[src/dmfr_pkg.sv]
// Shared types, constants and font functions for the digit matrix frame renderer.
package dmfr_pkg;

    typedef struct packed {
        logic       command;
        logic [3:0] month_index;
        logic [4:0] day_of_month;
        logic [4:0] hour_value;
        logic [5:0] minute_value;
        logic [5:0] second_value;
        logic [7:0] humidity_value;
        logic [7:0] temperature_value;
    } t_item;

    typedef struct packed {
        logic       busy;
        logic       advance;
        logic [2:0] row;
        logic       last;
    } t_step;

    localparam logic       CMD_CLOCK   = 1'b0;
    localparam logic       CMD_CLIMATE = 1'b1;
    localparam logic [2:0] LAST_ROW    = 3'd7;
    localparam logic [2:0] DOT_ROW     = 3'd7;
    localparam logic [2:0] COLON_ROW_A = 3'd3;
    localparam logic [2:0] COLON_ROW_B = 3'd5;

    function automatic logic [3:0] f_div10(input logic [6:0] v);
        logic [14:0] p;
        p = {8'd0, v} * 15'd205;
        return p[14:11];
    endfunction

    function automatic logic [3:0] f_mod10(input logic [6:0] v);
        logic [3:0] q;
        logic [6:0] q10;
        q   = f_div10(v);
        q10 = 7'({3'd0, q} << 3) + 7'({3'd0, q} << 1);
        return 4'(v - q10);
    endfunction

    function automatic logic [6:0] f_mod100(input logic [7:0] v);
        logic [6:0] r;
        if (v >= 8'd200) begin
            r = 7'(v - 8'd200);
        end else if (v >= 8'd100) begin
            r = 7'(v - 8'd100);
        end else begin
            r = v[6:0];
        end
        return r;
    endfunction

    function automatic logic [2:0] f_glyph(input logic [3:0] digit, input logic [2:0] row);
        logic [14:0] g;
        logic [2:0]  r;
        case (digit)
            4'd0:    g = 15'b111_101_101_101_111;
            4'd1:    g = 15'b001_001_001_001_001;
            4'd2:    g = 15'b111_001_111_100_111;
            4'd3:    g = 15'b111_001_111_001_111;
            4'd4:    g = 15'b101_101_111_001_001;
            4'd5:    g = 15'b111_100_111_001_111;
            4'd6:    g = 15'b111_100_111_101_111;
            4'd7:    g = 15'b111_001_001_001_001;
            4'd8:    g = 15'b111_101_111_101_111;
            4'd9:    g = 15'b111_101_111_001_111;
            default: g = 15'd0;
        endcase
        case (row)
            3'd2:    r = g[14:12];
            3'd3:    r = g[11:9];
            3'd4:    r = g[8:6];
            3'd5:    r = g[5:3];
            3'd6:    r = g[2:0];
            default: r = 3'd0;
        endcase
        return r;
    endfunction

    function automatic logic [7:0] f_degree(input logic [2:0] row);
        logic [7:0] s;
        case (row)
            3'd1:    s = 8'b0000_0010;
            3'd2:    s = 8'b0001_1000;
            3'd3:    s = 8'b0010_0100;
            3'd4:    s = 8'b0010_0000;
            3'd5:    s = 8'b0010_0100;
            3'd6:    s = 8'b0001_1000;
            default: s = 8'b0000_0000;
        endcase
        return s;
    endfunction

    function automatic logic [7:0] f_percent(input logic [2:0] row);
        logic [7:0] s;
        case (row)
            3'd1:    s = 8'b0010_0000;
            3'd2:    s = 8'b0101_0010;
            3'd3:    s = 8'b0010_0100;
            3'd4:    s = 8'b0000_1000;
            3'd5:    s = 8'b0001_0010;
            3'd6:    s = 8'b0010_0101;
            3'd7:    s = 8'b0000_0010;
            default: s = 8'b0000_0000;
        endcase
        return s;
    endfunction

endpackage

[src/digit_matrix_frame_render.sv]
// Top level of the digit matrix frame renderer with its result register.
// An accepted request is held in the input register; its row 0 goes to the result register.
// Throughput: one row per cycle while results are taken, set by the single result channel.
// The next request is accepted in the cycle that row 7 moves into the result register.
// Reset clears the row sequencer and the result valid flag; payload registers are not reset.
module digit_matrix_frame_render (
    input  logic        i_clk,
    input  logic        i_rst_n,
    input  logic        i_in_valid,
    output logic        o_in_ready,
    input  logic        i_command,
    input  logic [3:0]  i_month_index,
    input  logic [4:0]  i_day_of_month,
    input  logic [4:0]  i_hour_value,
    input  logic [5:0]  i_minute_value,
    input  logic [5:0]  i_second_value,
    input  logic [7:0]  i_humidity_value,
    input  logic [7:0]  i_temperature_value,
    output logic        o_out_valid,
    input  logic        i_out_ready,
    output logic [2:0]  o_row_index,
    output logic [31:0] o_row_pixels,
    output logic        o_last_row
);

    dmfr_pkg::t_item in_item;
    dmfr_pkg::t_item held_item;
    dmfr_pkg::t_step step;
    logic [31:0]     row_px;
    logic            r_out_valid;
    logic            n_out_valid;
    logic [2:0]      r_row_index;
    logic [31:0]     r_row_pixels;
    logic            r_last_row;

    always_comb begin
        in_item.command           = i_command;
        in_item.month_index       = i_month_index;
        in_item.day_of_month      = i_day_of_month;
        in_item.hour_value        = i_hour_value;
        in_item.minute_value      = i_minute_value;
        in_item.second_value      = i_second_value;
        in_item.humidity_value    = i_humidity_value;
        in_item.temperature_value = i_temperature_value;
    end

    dmfr_frame_ctrl u_ctrl (
        .i_clk       (i_clk),
        .i_rst_n     (i_rst_n),
        .i_in_valid  (i_in_valid),
        .o_in_ready  (o_in_ready),
        .i_item      (in_item),
        .i_out_valid (r_out_valid),
        .i_out_ready (i_out_ready),
        .o_item      (held_item),
        .o_step      (step)
    );

    dmfr_row_render u_render (
        .i_item   (held_item),
        .i_row    (step.row),
        .o_pixels (row_px)
    );

    always_comb begin
        n_out_valid = r_out_valid;
        if (step.advance) begin
            n_out_valid = 1'b1;
        end else if (i_out_ready) begin
            n_out_valid = 1'b0;
        end
    end

    always_ff @(posedge i_clk) begin
        if (!i_rst_n) begin
            r_out_valid <= 1'b0;
        end else begin
            r_out_valid <= n_out_valid;
        end
    end

    always_ff @(posedge i_clk) begin
        if (step.advance) begin
            r_row_index  <= step.row;
            r_row_pixels <= row_px;
            r_last_row   <= step.last;
        end
    end

    assign o_out_valid  = r_out_valid;
    assign o_row_index  = r_row_index;
    assign o_row_pixels = r_row_pixels;
    assign o_last_row   = r_last_row;

    a_reset_empty: assert property (@(posedge i_clk)
        !i_rst_n |=> !o_out_valid)
        else $error("result valid set after reset");

    a_take_on_last: assert property (@(posedge i_clk) disable iff (!i_rst_n)
        (i_in_valid && o_in_ready && step.busy) |-> (step.advance && step.last))
        else $error("request accepted while a frame is still in progress");

    a_last_flag: assert property (@(posedge i_clk) disable iff (!i_rst_n)
        o_out_valid |-> (o_last_row == (o_row_index == dmfr_pkg::LAST_ROW)))
        else $error("last row flag does not match row index");

    a_frame_held: assert property (@(posedge i_clk) disable iff (!i_rst_n)
        (o_out_valid && !o_last_row) |-> (step.busy && step.row == 3'(o_row_index + 3'd1)))
        else $error("sequencer lost its place within a frame");

endmodule

[src/dmfr_row_render.sv]
// Combinational renderer of one 32-pixel row from a held request and a row number.
module dmfr_row_render (
    input  dmfr_pkg::t_item i_item,
    input  logic [2:0]      i_row,
    output logic [31:0]     o_pixels
);

    logic [4:0]  mon_next;
    logic [3:0]  mon_ones;
    logic [3:0]  day_tens;
    logic [3:0]  day_ones;
    logic [3:0]  hr_tens;
    logic [3:0]  hr_ones;
    logic [3:0]  mn_tens;
    logic [3:0]  mn_ones;
    logic [6:0]  tmp_mod;
    logic [6:0]  hum_mod;
    logic [2:0]  one_glyph;
    logic [31:0] clock_px;
    logic [31:0] climate_px;

    always_comb begin
        mon_next = {1'b0, i_item.month_index} + 5'd1;
        mon_ones = (mon_next >= 5'd10) ? 4'(mon_next - 5'd10) : mon_next[3:0];
        day_tens = dmfr_pkg::f_div10({2'd0, i_item.day_of_month});
        day_ones = dmfr_pkg::f_mod10({2'd0, i_item.day_of_month});
        hr_tens  = dmfr_pkg::f_div10({2'd0, i_item.hour_value});
        hr_ones  = dmfr_pkg::f_mod10({2'd0, i_item.hour_value});
        mn_tens  = dmfr_pkg::f_div10({1'b0, i_item.minute_value});
        mn_ones  = dmfr_pkg::f_mod10({1'b0, i_item.minute_value});
        tmp_mod  = dmfr_pkg::f_mod100(i_item.temperature_value);
        hum_mod  = dmfr_pkg::f_mod100(i_item.humidity_value);
        one_glyph = dmfr_pkg::f_glyph(4'd1, i_row);

        clock_px = 32'd0;
        if (i_item.month_index > 4'd8) begin
            clock_px[31] = one_glyph[0];
        end
        clock_px[29:27] = dmfr_pkg::f_glyph(mon_ones, i_row);
        clock_px[25:23] = dmfr_pkg::f_glyph(day_tens, i_row);
        clock_px[21:19] = dmfr_pkg::f_glyph(day_ones, i_row);
        clock_px[16:14] = dmfr_pkg::f_glyph(hr_tens, i_row);
        clock_px[12:10] = dmfr_pkg::f_glyph(hr_ones, i_row);
        clock_px[6:4]   = dmfr_pkg::f_glyph(mn_tens, i_row);
        clock_px[2:0]   = dmfr_pkg::f_glyph(mn_ones, i_row);
        if (i_row == dmfr_pkg::DOT_ROW) begin
            clock_px[26] = 1'b1;
        end
        if (i_item.second_value[0]
            && (i_row == dmfr_pkg::COLON_ROW_A || i_row == dmfr_pkg::COLON_ROW_B)) begin
            clock_px[8] = 1'b1;
        end

        climate_px          = 32'd0;
        climate_px[31:29]   = dmfr_pkg::f_glyph(dmfr_pkg::f_div10(tmp_mod), i_row);
        climate_px[27:25]   = dmfr_pkg::f_glyph(dmfr_pkg::f_mod10(tmp_mod), i_row);
        climate_px[23:16]   = dmfr_pkg::f_degree(i_row);
        climate_px[15:13]   = dmfr_pkg::f_glyph(dmfr_pkg::f_div10(hum_mod), i_row);
        climate_px[11:9]    = dmfr_pkg::f_glyph(dmfr_pkg::f_mod10(hum_mod), i_row);
        climate_px[7:0]     = dmfr_pkg::f_percent(i_row);

        o_pixels = (i_item.command == dmfr_pkg::CMD_CLIMATE) ? climate_px : clock_px;
    end

endmodule

[src/dmfr_frame_ctrl.sv]
// Input register and row sequencer that walks one held request through its eight rows.
module dmfr_frame_ctrl (
    input  logic            i_clk,
    input  logic            i_rst_n,
    input  logic            i_in_valid,
    output logic            o_in_ready,
    input  dmfr_pkg::t_item i_item,
    input  logic            i_out_valid,
    input  logic            i_out_ready,
    output dmfr_pkg::t_item o_item,
    output dmfr_pkg::t_step o_step
);

    logic            r_busy;
    logic            n_busy;
    logic [2:0]      r_row;
    logic [2:0]      n_row;
    dmfr_pkg::t_item r_item;
    logic            in_take;

    always_comb begin
        o_step.busy    = r_busy;
        o_step.advance = r_busy && (!i_out_valid || i_out_ready);
        o_step.row     = r_row;
        o_step.last    = (r_row == dmfr_pkg::LAST_ROW);
        o_in_ready     = !r_busy || (o_step.advance && o_step.last);
        in_take        = i_in_valid && o_in_ready;

        n_busy = r_busy;
        n_row  = r_row;
        if (in_take) begin
            n_busy = 1'b1;
            n_row  = 3'd0;
        end else if (o_step.advance) begin
            n_row = r_row + 3'd1;
            if (o_step.last) begin
                n_busy = 1'b0;
            end
        end
    end

    always_ff @(posedge i_clk) begin
        if (!i_rst_n) begin
            r_busy <= 1'b0;
            r_row  <= 3'd0;
        end else begin
            r_busy <= n_busy;
            r_row  <= n_row;
        end
    end

    always_ff @(posedge i_clk) begin
        if (in_take) begin
            r_item <= i_item;
        end
    end

    assign o_item = r_item;

endmodule
[config.mk]
export PLATFORM = sky130hd
export DESIGN_NAME = digit_matrix_frame_render
export DESIGN_NICKNAME = d
export VERILOG_FILES = /design/src/dmfr_pkg.sv /design/src/digit_matrix_frame_render.sv /design/src/dmfr_row_render.sv /design/src/dmfr_frame_ctrl.sv
export SDC_FILE = /design/constraint.sdc
export NUM_CORES = 1
export LEC_CHECK = 0
export ABC_CLOCK_PERIOD_IN_PS = 17950
export BUFFER_PORTS_ARGS = -buffer_cell sky130_fd_sc_hd__clkbuf_2
export CAP_MARGIN = 25
export CORE_ASPECT_RATIO = 1.75
export CORE_UTILIZATION = 55
export CTS_CLUSTER_DIAMETER = 60
export DETAILED_ROUTE_END_ITERATION = 7
export PLACE_DENSITY = 0.77
export SYNTH_ARGS = -nofsm -noshare
export SYNTH_HDL_FRONTEND = slang
export SYNTH_HIERARCHICAL = 1
export SYNTH_SLANG_ARGS = --single-unit
export TNS_END_PERCENT = 5
[constraint.sdc]
create_clock -name i_clk -period 17.95 [get_ports i_clk]
set_input_delay 1.795 -clock i_clk [delete_from_list [all_inputs] [get_ports i_clk]]
set_output_delay 1.795 -clock i_clk [all_outputs]
set_load 0.02 [all_outputs]
# --- Word level (Yosys, flattened, before mapping) ---
# Memories as Yosys holds them, arrays and structs flattened.
# Cells that the tools add are included.
# Widths: inputs -> output; s select.
op_classes:
  addsub: 17
  n_mul: 5
  magnitude_cmp: 6
  n_eq_ne: 13
  mux: 30
  bitwise_logic: 1
  reduce_logical: 19
ops:
  columns: ["op", "n"]
  rows:
  - ["$pmux 3 s5", 11]
  - ["$pmux 15 s4", 2]
  - ["$pmux 7 s7", 1]
  - ["$mux 32", 1]
  - ["$mul 7x8->15 const B", 2]
  - ["$mux 7", 4]
  - ["$sub 7x7->7 const B", 4]
  - ["$mul 5x8->13 const B", 2]
  - ["$pmux 6 s4", 1]
  - ["$sub 4x4->4", 5]
  - ["$ge 8x7->1 const B", 2]
  - ["$ge 8x8->1 const B", 2]
  - ["$mul 6x8->14 const B", 1]
  - ["$add 4x4->4", 3]
  - ["$eq 3x3->1 const B", 4]
  - ["$mux 1", 9]
  - ["$add 4x3->4", 2]
  - ["$eq 2x2->1 const B", 4]
  - ["$eq 3x2->1 const B", 2]
  - ["$reduce_bool 2->1", 3]
  - ["$reduce_or 2->1", 3]
  - ["$add 4x1->5 const B", 1]
  - ["$ge 5x4->1 const B", 1]
  - ["$reduce_or 5->1", 1]
  - ["other kinds (12)", 20]
word_totals:
  reg_bits: 79
  mem_bits_ro: 1744
  input_bits: 47
  output_inout_bits: 38
  wordCells: 116
  mem_count: 9
memory_table:
  columns: ["memory", "depth", "word_bits", "rd", "rd_ports_with_merged_regs", "wr", "line_no", "text"]
  rows:
  - ["(no name shown)", 16, 13, 1, 0, 0, "dmfr_pkg.sv:58", "case (digit)"]
  - ["(no name shown)", 16, 13, 1, 0, 0, "dmfr_pkg.sv:58", null]
  - ["(no name shown)", 16, 13, 1, 0, 0, "dmfr_pkg.sv:58", null]
  - ["(no name shown)", 16, 13, 1, 0, 0, "dmfr_pkg.sv:58", null]
  - ["(no name shown)", 16, 13, 1, 0, 0, "dmfr_pkg.sv:58", null]
  - ["(no name shown)", 16, 13, 1, 0, 0, "dmfr_pkg.sv:58", null]
  - ["3 more memories", null, null, null, null, null, null, null]

# --- Logic depth before layout (Yosys ltp) ---
# Gate-level depths: netlist (run 1).
# An unclocked memory read counts as a cell.
depth:
  ltp_word: 9
  depth_mapped: 30

# --- Cells and area by module ---
# Netlist (run 1), hierarchy kept.
by_module_without_submodules:
  columns: ["module", "instances", "cells_each", "area_each_um2", "seq_area_each_um2"]
  rows:
  - ["dmfr_row_render", 1, 990, 7667.4, 0.0]
  - ["dmfr_frame_ctrl", 1, 69, 1507.7, 1371.3]
  - ["digit_matrix_frame_render", 1, 39, 1122.3, 1101.1]

# --- Worst setup path before layout (run 1) ---
# Ideal clock, no wire load.
synth_timing:
  path_kind: "reg2reg"
  from: "register u_ctrl.r_item, in the netlist u_ctrl/o_item[9]"
  to: "register r_row_pixels[11] (netlist: o_row_pixels[11]), data pin"
  setup_ps: 170
  arrival_ps: 6375
  required_ps: 17780
  setup_slack_ps: 11405
  stages_incl_launch_ff: 29
  path_buffers: 0
  period_less_slack_ps: 6545
  path_cell_list: "edfxtp_1 inv_1 ha_1 and2_1 o211ai_1 nand2_1 nand2_1 o22ai_1 xor2_1 ha_1 fa_1 ha_1 inv_1 fa_1 inv_1 ha_1 nand2_1 nor2_1 and3_1 a211o_1 o21bai_1 xor2_1 ha_1 xor2_1 xnor3_2 xnor2_4 nor3_1 o21ai_0 a311oi_2"
synth_between:
  elab_chain_cells: 9
synth_lines:
  columns: ["item", "line_no", "text"]
  rows:
  - ["start: declaration", "dmfr_frame_ctrl.sv:18", "dmfr_pkg::t_item r_item;"]
  - ["start signal: assignment", "dmfr_frame_ctrl.sv:54", "r_item <= i_item;"]
  - ["$sub 7x7->7 or $ge 8x7->1 (tied branches)", "dmfr_pkg.sv:48, dmfr_pkg.sv:47", null]
  - ["$mux 7", "dmfr_pkg.sv:47", "end else if (v >= 8'd100) begin"]
  - ["$mux 7 *", "dmfr_pkg.sv:45", "if (v >= 8'd200) begin"]
  - ["$mul 7x8->15", null, null]
  - ["$add 4x4->4", "dmfr_pkg.sv:39", "q10 = 7'({3'd0, q} << 3) + 7'({3'd0, q} << 1);"]
  - ["$sub 4x4->4 *", "dmfr_pkg.sv:40", "return 4'(v - q10);"]
  - ["$mem_v2 16x13 *", null, null]
  - ["$pmux 3 s5 *", "dmfr_pkg.sv:71", "case (row)"]
  - ["$mux 32 *", "dmfr_row_render.sv:62", "o_pixels = (i_item.command == dmfr_pkg::CMD_CLIMATE) ? climate_px : clock_px;"]
  - ["named net row_px[11]", "digit_matrix_frame_render.sv:29", "logic [31:0] row_px;"]
  - ["end signal: assignment", "digit_matrix_frame_render.sv:85", "r_row_pixels <= row_px;"]
  - ["end: declaration", "digit_matrix_frame_render.sv:33", "logic [31:0] r_row_pixels;"]
# Mark *: on every way through the listed nets, which the timed path passes. The rest lies on a longest branch.
# A chain may end at the register's enable or synchronous reset.

# --- Worst setup path in the final report (run 1) ---
layout_timing:
  from: "register u_ctrl.r_item, in the netlist u_ctrl/o_item[10]"
  to: "register r_row_pixels[11] (netlist: o_row_pixels[11]), data pin"
# Same word-level chain as after synthesis.

==> results of run 1 <==
worst paths after layout:
path,slack (ps),startpoint,to
hold / removal,540,u_ctrl/r_busy,u_ctrl/r_row[1]
setup reg to reg,10470,u_ctrl/o_item[10],o_row_pixels[11]
hold reg to reg,540,u_ctrl/r_busy,u_ctrl/r_row[1]
setup / recovery,10470,u_ctrl/o_item[10],o_row_pixels[11]
power groups by stage:
| stage | clock [mW] | combinational (mW) | sequential, mW |
|---|---|---|---|
| 2_1_floorplan | 0 | 0.765 | 0.230 |
| 3_3_place_gp | 0 | 0.942 | 0.226 |
| 3_5_place_dp | 0 | 0.966 | 0.226 |
| 4_1_cts | 0.210 | 0.974 | 0.222 |
| 5_1_grt | 0.215 | 1.10 | 0.224 |
| 6_report | 0.205 | 0.986 | 0.222 |
metal layers:
layer / vias to the layer above / share of wire, % / track usage, %
met4: 0 / 4.5 / 14.4
met2: 246 / 55 / 51.3
met1: 3937 / 37 / 25.2
met5: - / 0 / 0
li1: 4027 / - / -
met3: 66 / 3.5 / 3.05
critical path, stage by stage (launching register included):
cell and delay [ps]:
edfxtp_1 460, inv_1 200, ha_1 200, nand2b_1 100, o211ai_1 450, nand2_1 140
nand2_1 130, o22ai_1 130, xor2_1 280, inv_1 80, ha_1 230, ha_1 190
or2_2 310, fa_1 480, ha_1 310, ha_1 310, a21oi_1 130, o21ai_0 200
a211o_1 400, o21bai_1 180, xor2_1 500, ha_1 280, xor2_1 170, xnor3_2 320
xnor2_4 190, nor3_1 460, o21ai_0 220, a311oi_2 240
per-stage QoR:
| stage | utilization, % | cells | area (µm²) | power [mW] |
|---|---|---|---|---|
| after floorplan | - | 1093 | 10100 | 0.994 |
| after global placement | 59.5 | 1380 | 10700 | 1.17 |
| after detailed placement | 59.5 | 1380 | 10700 | 1.19 |
| after CTS | 61.3 | 1396 | 11100 | 1.41 |
| after global routing | 61.4 | 1397 | 11100 | 1.54 |
| final | 61.4 | 1397 | 11100 | 1.41 |
flip-flops by register name, indices dropped and copies added (netlist names):
register       flops
u_ctrl/o_item     38
o_last_row         1
o_row_pixels      32
o_row_index        3
u_ctrl/r_row       3
o_out_valid        1
u_ctrl/r_busy      1
cell usage in the layout (no fill, tap or decap), types with 6 or more instances in the layout:
cell and n:
inv_1 132, o211ai_1 9, and2_1 12, nor2b_1 9, o21ai_0 60, or2_2 10
xnor2_1 29, xor2_1 19, clkbuf_2 79, nand2_1 81, ha_1 221, fa_1 26
mux2i_1 21, a21oi_1 64, nor3_1 18, clkbuf_16 9, nand3_1 22, and3_1 10
a221oi_1 6, edfxtp_1 74, o21a_1 9, a31oi_1 17, o211a_1 8, nand2b_1 8
a21boi_0 7, a21o_1 14, nand4_1 6, a211oi_1 11, nor2_1 56
area by class of cell:
cell class | count | area [µm²] | area share, %
flip-flops and latches | 79 | 2320 | 20.9
clock buffers | 9 | 225 | 2.03
well taps | 234 | 293 | 2.64
repair buffers | 85 | 453 | 4.08
clock inverters | 7 | 103 | 0.925
multi-input cells | 850 | 7200 | 64.9
inverters | 133 | 499 | 4.50
==> out/results.ini, run 1 <==
[setup_path]
crit_path_end_kind=flop
crit_path_start_kind=flop
worstSetupPathType=flop to flop
crit_required_ps=18120
crit_arrival_ps=7650
cp_max_fo=8
worstRegToRegCells=27

[timing]
hold_viol_final=0
fmax_ghz=0.134
rsz0062_at_grt=no
fin_crit_ps=7480
final.period_utilization_pct=41.7
relSlewSlack_pct=34.9
tightest_slew_ps=976
setup_viol=0
skew_ps=6.36
slew_violations=0
holdWs_ps=535
worst_slack_ps=10470
setup_tns_ps=0

[pwr]
p_seq_share_pct=15.7
intPower_mw=0.733
p_comb_share_pct=69.8
leakagePower_nw=5.44
power.density_nw_per_um2=127
switching_share_pct=48.1
power.switching_mw=0.681
vdd_drop_max_mv=0.0814
clkPwrFrac_pct=14.5

[route]
drcViolationCount=0
antenna_left=0
viasPerCell=5.92
drt-total-wl_um=23900
dr.pass1.iters=5
via_count=8276
first_iter_violations=405
wl_per_cell_um=17.1

[synth]
yosysWarnings=6
netlist_area_um2=10100
avgSynthCellArea_um2=9.29
syn_inst=1092

[clock_tree]
clkTransAtPathRegs_ps=60
post_cts_buffers=0
cts_tree=done
cts-buffers-inserted=9
clock-sinks=79
htreeDepth=3
cts_resized=0
cts_hold_repair.buffers=0
cts-root-buf=clkbuf_16
clock_latency_ps=350
cts.path.max_buffers=2

[place]
gp_congestion=0.944
hpwlAfterDp_um=18900
place_ws_ps=10510
portBuffers=79

[die]
die_w_um=105
fp-row-count=65
start_util_pct=56.2
die_h_um=182
core_um2=18100
die_area_um2=19000
boundaryPins=85

[global_routing]
gr-total-overflow=0
grt_pass1_wl_um=39100
grt_antenna_before_repair=0
grt_max_degree=39
grt_usage_pct=25.8
grt_pass1_vias=8483

[cells_and_area]
nNetsFinal=1452
diodes=0
drive_gt1_share_pct=12.2
syn2layout_area_growth_pct=9.40
fill_cells=1578

[status]
status=completed

[flow_run]
drv_cap=0

[worst_hold_path]
min_path_cells=2
hold_class=flop to flop

Power figures use the tool's default switching activity.
==> run 2, diff against run 1 <==
--- a/config.mk
+++ b/config.mk
@@ -5,14 +5,14 @@
 export SDC_FILE = /design/constraint.sdc
 export NUM_CORES = 1
 export LEC_CHECK = 0
-export ABC_CLOCK_PERIOD_IN_PS = 17950
+export ABC_CLOCK_PERIOD_IN_PS = 6700
 export BUFFER_PORTS_ARGS = -buffer_cell sky130_fd_sc_hd__clkbuf_2
 export CAP_MARGIN = 25
 export CORE_ASPECT_RATIO = 1.75
 export CORE_UTILIZATION = 55
 export CTS_CLUSTER_DIAMETER = 60
 export DETAILED_ROUTE_END_ITERATION = 7
-export PLACE_DENSITY = 0.77
+export PLACE_DENSITY = 0.8
 export SYNTH_ARGS = -nofsm -noshare
 export SYNTH_HDL_FRONTEND = slang
 export SYNTH_HIERARCHICAL = 1
==> constraint.sdc (replaced) <==
create_clock -name i_clk -period 6.7 [get_ports i_clk]
set_input_delay 0.67 -clock i_clk [delete_from_list [all_inputs] [get_ports i_clk]]
set_output_delay 0.67 -clock i_clk [all_outputs]
set_load 0.02 [all_outputs]
==> out/results.ini, run 2 (synthesis gave the netlist of run 1 again) <==
[die]
start_util_pct=56.2  ; unchanged
core_um2=18100  ; unchanged
die_h_um=182  ; unchanged
boundaryPins=85  ; unchanged
die_w_um=105  ; unchanged
fp-row-count=65  ; unchanged
die_area_um2=19000  ; unchanged

[clock_tree]
cts-root-buf=clkbuf_16
cts.path.max_buffers=2  ; unchanged
clkTransAtPathRegs_ps=70  ; about the same
htreeDepth=3  ; unchanged
cts-buffers-inserted=9  ; unchanged
clock-sinks=79  ; unchanged
cts_tree=done
cts_hold_repair.buffers=0  ; unchanged
clock_latency_ps=350  ; about the same

[global_routing]
grt_pass1_vias=8828  ; +4.1%
grt_pass1_wl_um=40600  ; +3.6%
grt_usage_pct=26.6  ; +0.74 points
gr-total-overflow=0  ; unchanged
grt_max_degree=39  ; unchanged
grt_antenna_before_repair=0  ; unchanged

[setup_path]
cp_slowest_cell=fa_1
crit_required_ps=6780  ; -11340 ps
crit_path_end_kind=flop
worstRegToRegCells=30  ; +11%
cp_max_fo=5  ; -3
cpPeakStageDelay_ps=530  ; +30 ps
ff2ff_setup_slack_ps=220  ; -10250 ps
cpMostUsedCell=ha_1
crit_arrival_ps=6560  ; -1090 ps
r2r-end=o_row_pixels[11]
r2r-start=u_ctrl/o_item[11]
worstSetupPathType=flop to flop
crit_path_start_kind=flop

[pwr]
p_comb_share_pct=75.1  ; +5.3 points
switching_share_pct=46.5  ; -1.6 points
power.switching_mw=1.98  ; +190%
vdd_drop_max_mv=0.240  ; +200%
intPower_mw=2.28  ; +210%
power.density_nw_per_um2=366  ; +190%
p_seq_share_pct=13.9  ; -1.8 points
total_power_mw=4.26  ; +200%
leakagePower_nw=5.68  ; +4.5%
clkPwrFrac_pct=11.0  ; -3.5 points

[worst_hold_path]
min_to=u_ctrl/o_item[40]
hold_class=input port to flop
min_path_cells=1  ; -1
holdCritStartpoint=i_month_index[2]

[cells_and_area]
drive_gt1_share_pct=18.5  ; +6.3 points
fill_cells=1473  ; -6.7%
syn2layout_area_growth_pct=14.7
final_cell_mix=217 x ha_1, 126 x inv_1, 79 x clkbuf_2, 78 x nand2_1, 74 x edfxtp_1
fin_area_um2=11600  ; +4.9%
diodes=0  ; unchanged
layout.cells.most_common=ha_1
multi_input_area_um2=7390  ; +2.6%
largest_reg_flops=38  ; unchanged
regArea_um2=2320  ; unchanged
nNetsFinal=1503  ; +3.5%

[flow_run]
drv_cap=0  ; unchanged

[route]
drcViolationCount=0  ; unchanged
first_iter_violations=466  ; +15%
antenna_left=0  ; unchanged
viasPerCell=5.90  ; -0.37%
drt-total-wl_um=25000  ; +4.6%
via_count=8546  ; +3.3%
wl_per_cell_um=17.2  ; +0.88%
dr.pass1.iters=7  ; +2

[timing]
skew_ps=8.26  ; +1.90 ps
setup_viol=0  ; unchanged
fin_crit_ps=6480  ; -1000 ps
fmax_ghz=0.154  ; +16%
hold_viol_final=0  ; unchanged
tightest_slew_ps=874  ; -102 ps
slew_violations=0  ; unchanged
relSlewSlack_pct=41.5  ; +6.6 points
final.period_utilization_pct=96.6  ; +55 points

[place]
dpl_cell_area_um2=11000  ; +2.7%
gp_congestion=0.935  ; -0.97%
hpwlAfterDp_um=19400  ; +2.7%
portBuffers=79  ; unchanged

[status]
status=completed

==> run 2: changes by cell type in the layout (fill, tap and decap cells not counted), sizes merged <==
cell	change
bufinv	-2
inv	-2
buf	+51
clkinvlp	+2
clkinv	+1
clkbuf	+1
==> run 2: what timing repair did <==
action,in CTS,in global routing
endpoints found under the setup margin,3,9
buffers inserted,0,11
pin swaps,0,22
resized for setup,3,43
==> run 2: power groups by stage <==
stage / logic (mW) / registers (mW) / clock network (mW)
floorplan: 2.05 / 0.616 / 0
global placement: 2.76 / 0.601 / 0
detailed placement: 2.86 / 0.603 / 0
CTS: 2.90 / 0.592 / 0.475
global route: 3.55 / 0.595 / 0.492
finish: 3.20 / 0.591 / 0.470
==> run 2: cell type report <==
| class | instances | area share (%) |
|---|---|---|
| Clock buffer | 10 | 1.97 |
| Clock inverter | 6 | 0.387 |
| Inverter | 133 | 4.29 |
| Multi-Input combinational cell | 850 | 63.5 |
| Sequential cell | 79 | 20.0 |
| Tap cell | 234 | 2.52 |
| Timing Repair Buffer | 136 | 7.39 |
==> run 2: how the worst max path moves through the flow <==
stage / depth (start not counted) / startpoint / endpoint / slack (ps)
final: 30 / u_ctrl/o_item[11] / o_row_pixels[11] / 220
after global routing: 30 / u_ctrl/o_item[11] / o_row_pixels[11] / -110
after CTS: 29 / u_ctrl/o_item[11] / o_row_pixels[11] / 20
after detailed placement: 27 / u_ctrl/o_item[11] / o_row_pixels[11] / -60
after global placement: 26 / u_ctrl/o_item[11] / o_row_pixels[11] / 180
after floorplan: 28 / u_ctrl/o_item[9] / o_row_pixels[11] / 160
==> run 2: metal layers <==
layer | GRT usage [%] | part of all wire, % | vias to the layer above
li1 | - | - | 4136
met1 | 25.7 | 36 | 4027
met2 | 51.2 | 53 | 277
met3 | 3.63 | 4.0 | 106
met4 | 17.8 | 6.5 | 0
met5 | 0 | 0 | -
==> run 2: worst max-delay path: cells and delay by family (launching register included) <==
kind | cells | cell delay (ps)
adder cells (fa/ha/maj) | 8 | 2170
AO/OA/AOI/OAI | 10 | 1860
AND/OR/NAND/NOR | 6 | 820
buffers and inverters | 5 | 630
flip-flops | 1 | 460
XOR/XNOR | 1 | 260
==> run 2: metrics by stage <==
step / instances / setup slack [ps] / setup TNS [ps] / hold WS [ps] / utilization, %
2_1_floorplan: 1093 / 155 / 0 / 448 / -
3_3_place_gp: 1419 / 185 / 0 / 512 / 61.1
3_5_place_dp: 1419 / -62.9 / -62.9 / 520 / 61.1
4_1_cts: 1435 / 20.2 / 0 / 483 / 62.7
5_1_grt: 1448 / -113 / -161 / 478 / 64.4
6_report: 1448 / 225 / 0 / 490 / 64.4
==> run 3, diff against run 2 <==
--- a/config.mk
+++ b/config.mk
@@ -9,10 +9,10 @@
 export BUFFER_PORTS_ARGS = -buffer_cell sky130_fd_sc_hd__clkbuf_2
 export CAP_MARGIN = 25
 export CORE_ASPECT_RATIO = 1.75
-export CORE_UTILIZATION = 55
+export CORE_UTILIZATION = 50
 export CTS_CLUSTER_DIAMETER = 60
 export DETAILED_ROUTE_END_ITERATION = 7
-export PLACE_DENSITY = 0.8
+export PLACE_DENSITY = 0.72
 export SYNTH_ARGS = -nofsm -noshare
 export SYNTH_HDL_FRONTEND = slang
 export SYNTH_HIERARCHICAL = 1
==> out/results.ini, run 3 (synthesis gave the netlist of run 1 again) <==
[status]
status=completed

[route]
first_iter_violations=448  ; -3.9%
drcViolationCount=0  ; unchanged
antenna_left=0  ; unchanged
dr.pass1.iters=5  ; -2
via_count=8444  ; -1.2%
viasPerCell=5.79  ; -1.9%
wl_per_cell_um=16.8  ; -2.4%
drt-total-wl_um=24600  ; -1.7%

[die]
die_w_um=110  ; +4.8%
start_util_pct=51.1  ; -5.0 points
boundaryPins=85  ; unchanged
die_h_um=190  ; +4.8%
die_area_um2=20900  ; +9.8%
core_um2=19800  ; +9.8%
fp-row-count=68  ; +4.6%

[worst_hold_path]
min_path_cells=1  ; unchanged
hold_class=input port to flop
holdCritStartpoint=i_temperature_value[1]
min_to=u_ctrl/o_item[1]

[global_routing]
grt_max_degree=39  ; unchanged
gr-usage-met1_pct=25.3  ; -0.43 points
grtUsageMet3_pct=3.86  ; +0.24 points
gr-total-overflow=0  ; unchanged
grt_antenna_before_repair=0  ; unchanged
grt_usage_pct=24.7  ; -1.9 points
grt_pass1_vias=8346  ; -5.5%
grt_pass1_wl_um=39600  ; -2.2%
top_usage_layer=met2
grt_util_met2_pct=45.7  ; -5.5 points

[cells_and_area]
syn2layout_area_growth_pct=15.3
multi_input_area_um2=7420  ; +0.41%
regArea_um2=2320  ; unchanged
final_cell_mix=214 x ha_1, 127 x inv_1, 79 x clkbuf_2, 79 x nand2_1, 74 x edfxtp_1
final_cells=1458  ; +0.69%
largest_reg_flops=38  ; unchanged
diodes=0  ; unchanged
fill_cells=1684  ; +14%
layout.cells.most_common=ha_1
drive_gt1_share_pct=18.7  ; +0.18 points
nNetsFinal=1503  ; unchanged

[timing]
fin_crit_ps=6490  ; +11.7 ps
slew_violations=0  ; unchanged
setup_viol=0  ; unchanged
holdWs_ps=486  ; -3.95 ps
worst_slack_ps=213  ; -11.7 ps
final.period_utilization_pct=96.8  ; +0.17 points
tightest_slew_ps=948  ; +74.2 ps
rsz0062_at_grt=yes
skew_ps=10.3  ; +2.02 ps
hold_viol_final=0  ; unchanged
relSlewSlack_pct=36.5  ; -5.0 points
fmax_ghz=0.154  ; -0.18%

[clock_tree]
clock-sinks=79  ; unchanged
cts.path.max_buffers=2  ; unchanged
clock_latency_ps=350  ; about the same
htreeDepth=3  ; unchanged
clkTransAtPathRegs_ps=70  ; about the same
cts_tree=done
cts-buffers-inserted=9  ; unchanged
cts-root-buf=clkbuf_16

[place]
portBuffers=79  ; unchanged
place_inst=1431  ; +0.85%
place_ws_ps=-13.0  ; +49.9 ps
hpwlAfterDp_um=19600  ; +0.64%
gp_congestion=0.928  ; -0.79%

[setup_path]
cp_slowest_cell=fa_1
r2r-start=u_ctrl/o_item[10]
cpMostUsedCell=ha_1
cpPeakStageDelay_ps=490  ; -40 ps
ff2ff_setup_slack_ps=210  ; about the same
r2r-end=o_row_pixels[11]
crit_arrival_ps=6660  ; +100 ps
cp_max_fo=5  ; unchanged
worstRegToRegCells=28  ; -6.7%
crit_path_end_kind=flop
worstSetupPathType=flop to flop
crit_required_ps=6870  ; +90 ps
crit_path_start_kind=flop

[pwr]
leakagePower_nw=5.69  ; +0.14%
vdd_drop_max_mv=0.235  ; -2.3%
power.density_nw_per_um2=364  ; -0.53%

[flow_run]
drv_cap=0  ; unchanged

-- run 3: cell count changes in the layout (fill, tap and decap cells not counted), sizes merged --
| cell | change |
|---|---|
| bufinv | +1 |
| clkbuf | -1 |
| clkinvlp | -1 |
-- run 3: how the worst max path moves through the flow --
stage               slack [ps]          endpoint         startpoint
floorplan                  160  o_row_pixels[11]   u_ctrl/o_item[9]
global placement            40  o_row_pixels[27]   u_ctrl/o_item[2]
detailed placement         -10  o_row_pixels[27]   u_ctrl/o_item[2]
CTS                         60  o_row_pixels[27]   u_ctrl/o_item[2]
global route              -140  o_row_pixels[11]  u_ctrl/o_item[10]
finish                     210  o_row_pixels[11]  u_ctrl/o_item[10]
-- run 3: per-stage QoR --
step | power [mW] | utilization [%] | TNS (ps) | instance area [µm²]
2_1_floorplan | 2.66 | - | 0 | 10100
3_3_place_gp | 3.43 | 55.8 | 0 | 11100
3_5_place_dp | 3.51 | 55.8 | -13.0 | 11100
4_1_cts | 4.04 | 57.3 | 0 | 11400
5_1_grt | 4.65 | 59.0 | -382 | 11700
6_report | 4.26 | 59.0 | 0 | 11700
-- run 3: timing repair --
action | in CTS | in global routing
gates resized for setup | 1 | 45
setup buffers | 0 | 11
hold buffers | 0 | 0
pin swaps | 0 | 23
endpoints found under the setup margin | 1 | 10
-- run 3: critical path: cells and delay by family (launching register included) --
family | cells | cell delay, ps
adder cells (fa/ha/maj) | 7 | 2180
XOR/XNOR | 5 | 1260
AO/OA/AOI/OAI | 6 | 1160
AND/OR/NAND/NOR | 7 | 1020
flip-flops | 1 | 420
buffers and inverters | 3 | 250
-- run 3: area by class of cell --
type | count | share of cell area [%]
Multi-Input combinational cell | 850 | 63.4
Timing Repair Buffer | 136 | 7.32
Sequential cell | 79 | 19.9
Inverter | 133 | 4.27
Tap cell | 245 | 2.62
Clock buffer | 9 | 1.93
Clock inverter | 6 | 0.588
-- run 3: report_power, final --
group	switching, mW	internal, mW
Clock	0.212	0.289
Sequential	0.0202	0.570
Combinational	1.75	1.42
Total	1.98	2.28
-- run 3: routing by layer --
metal,wire [µm],vias to the layer above
met2,13400,246
met5,0,-
met1,8800,3984
met3,1110,79
met4,1290,0
li1,-,4135
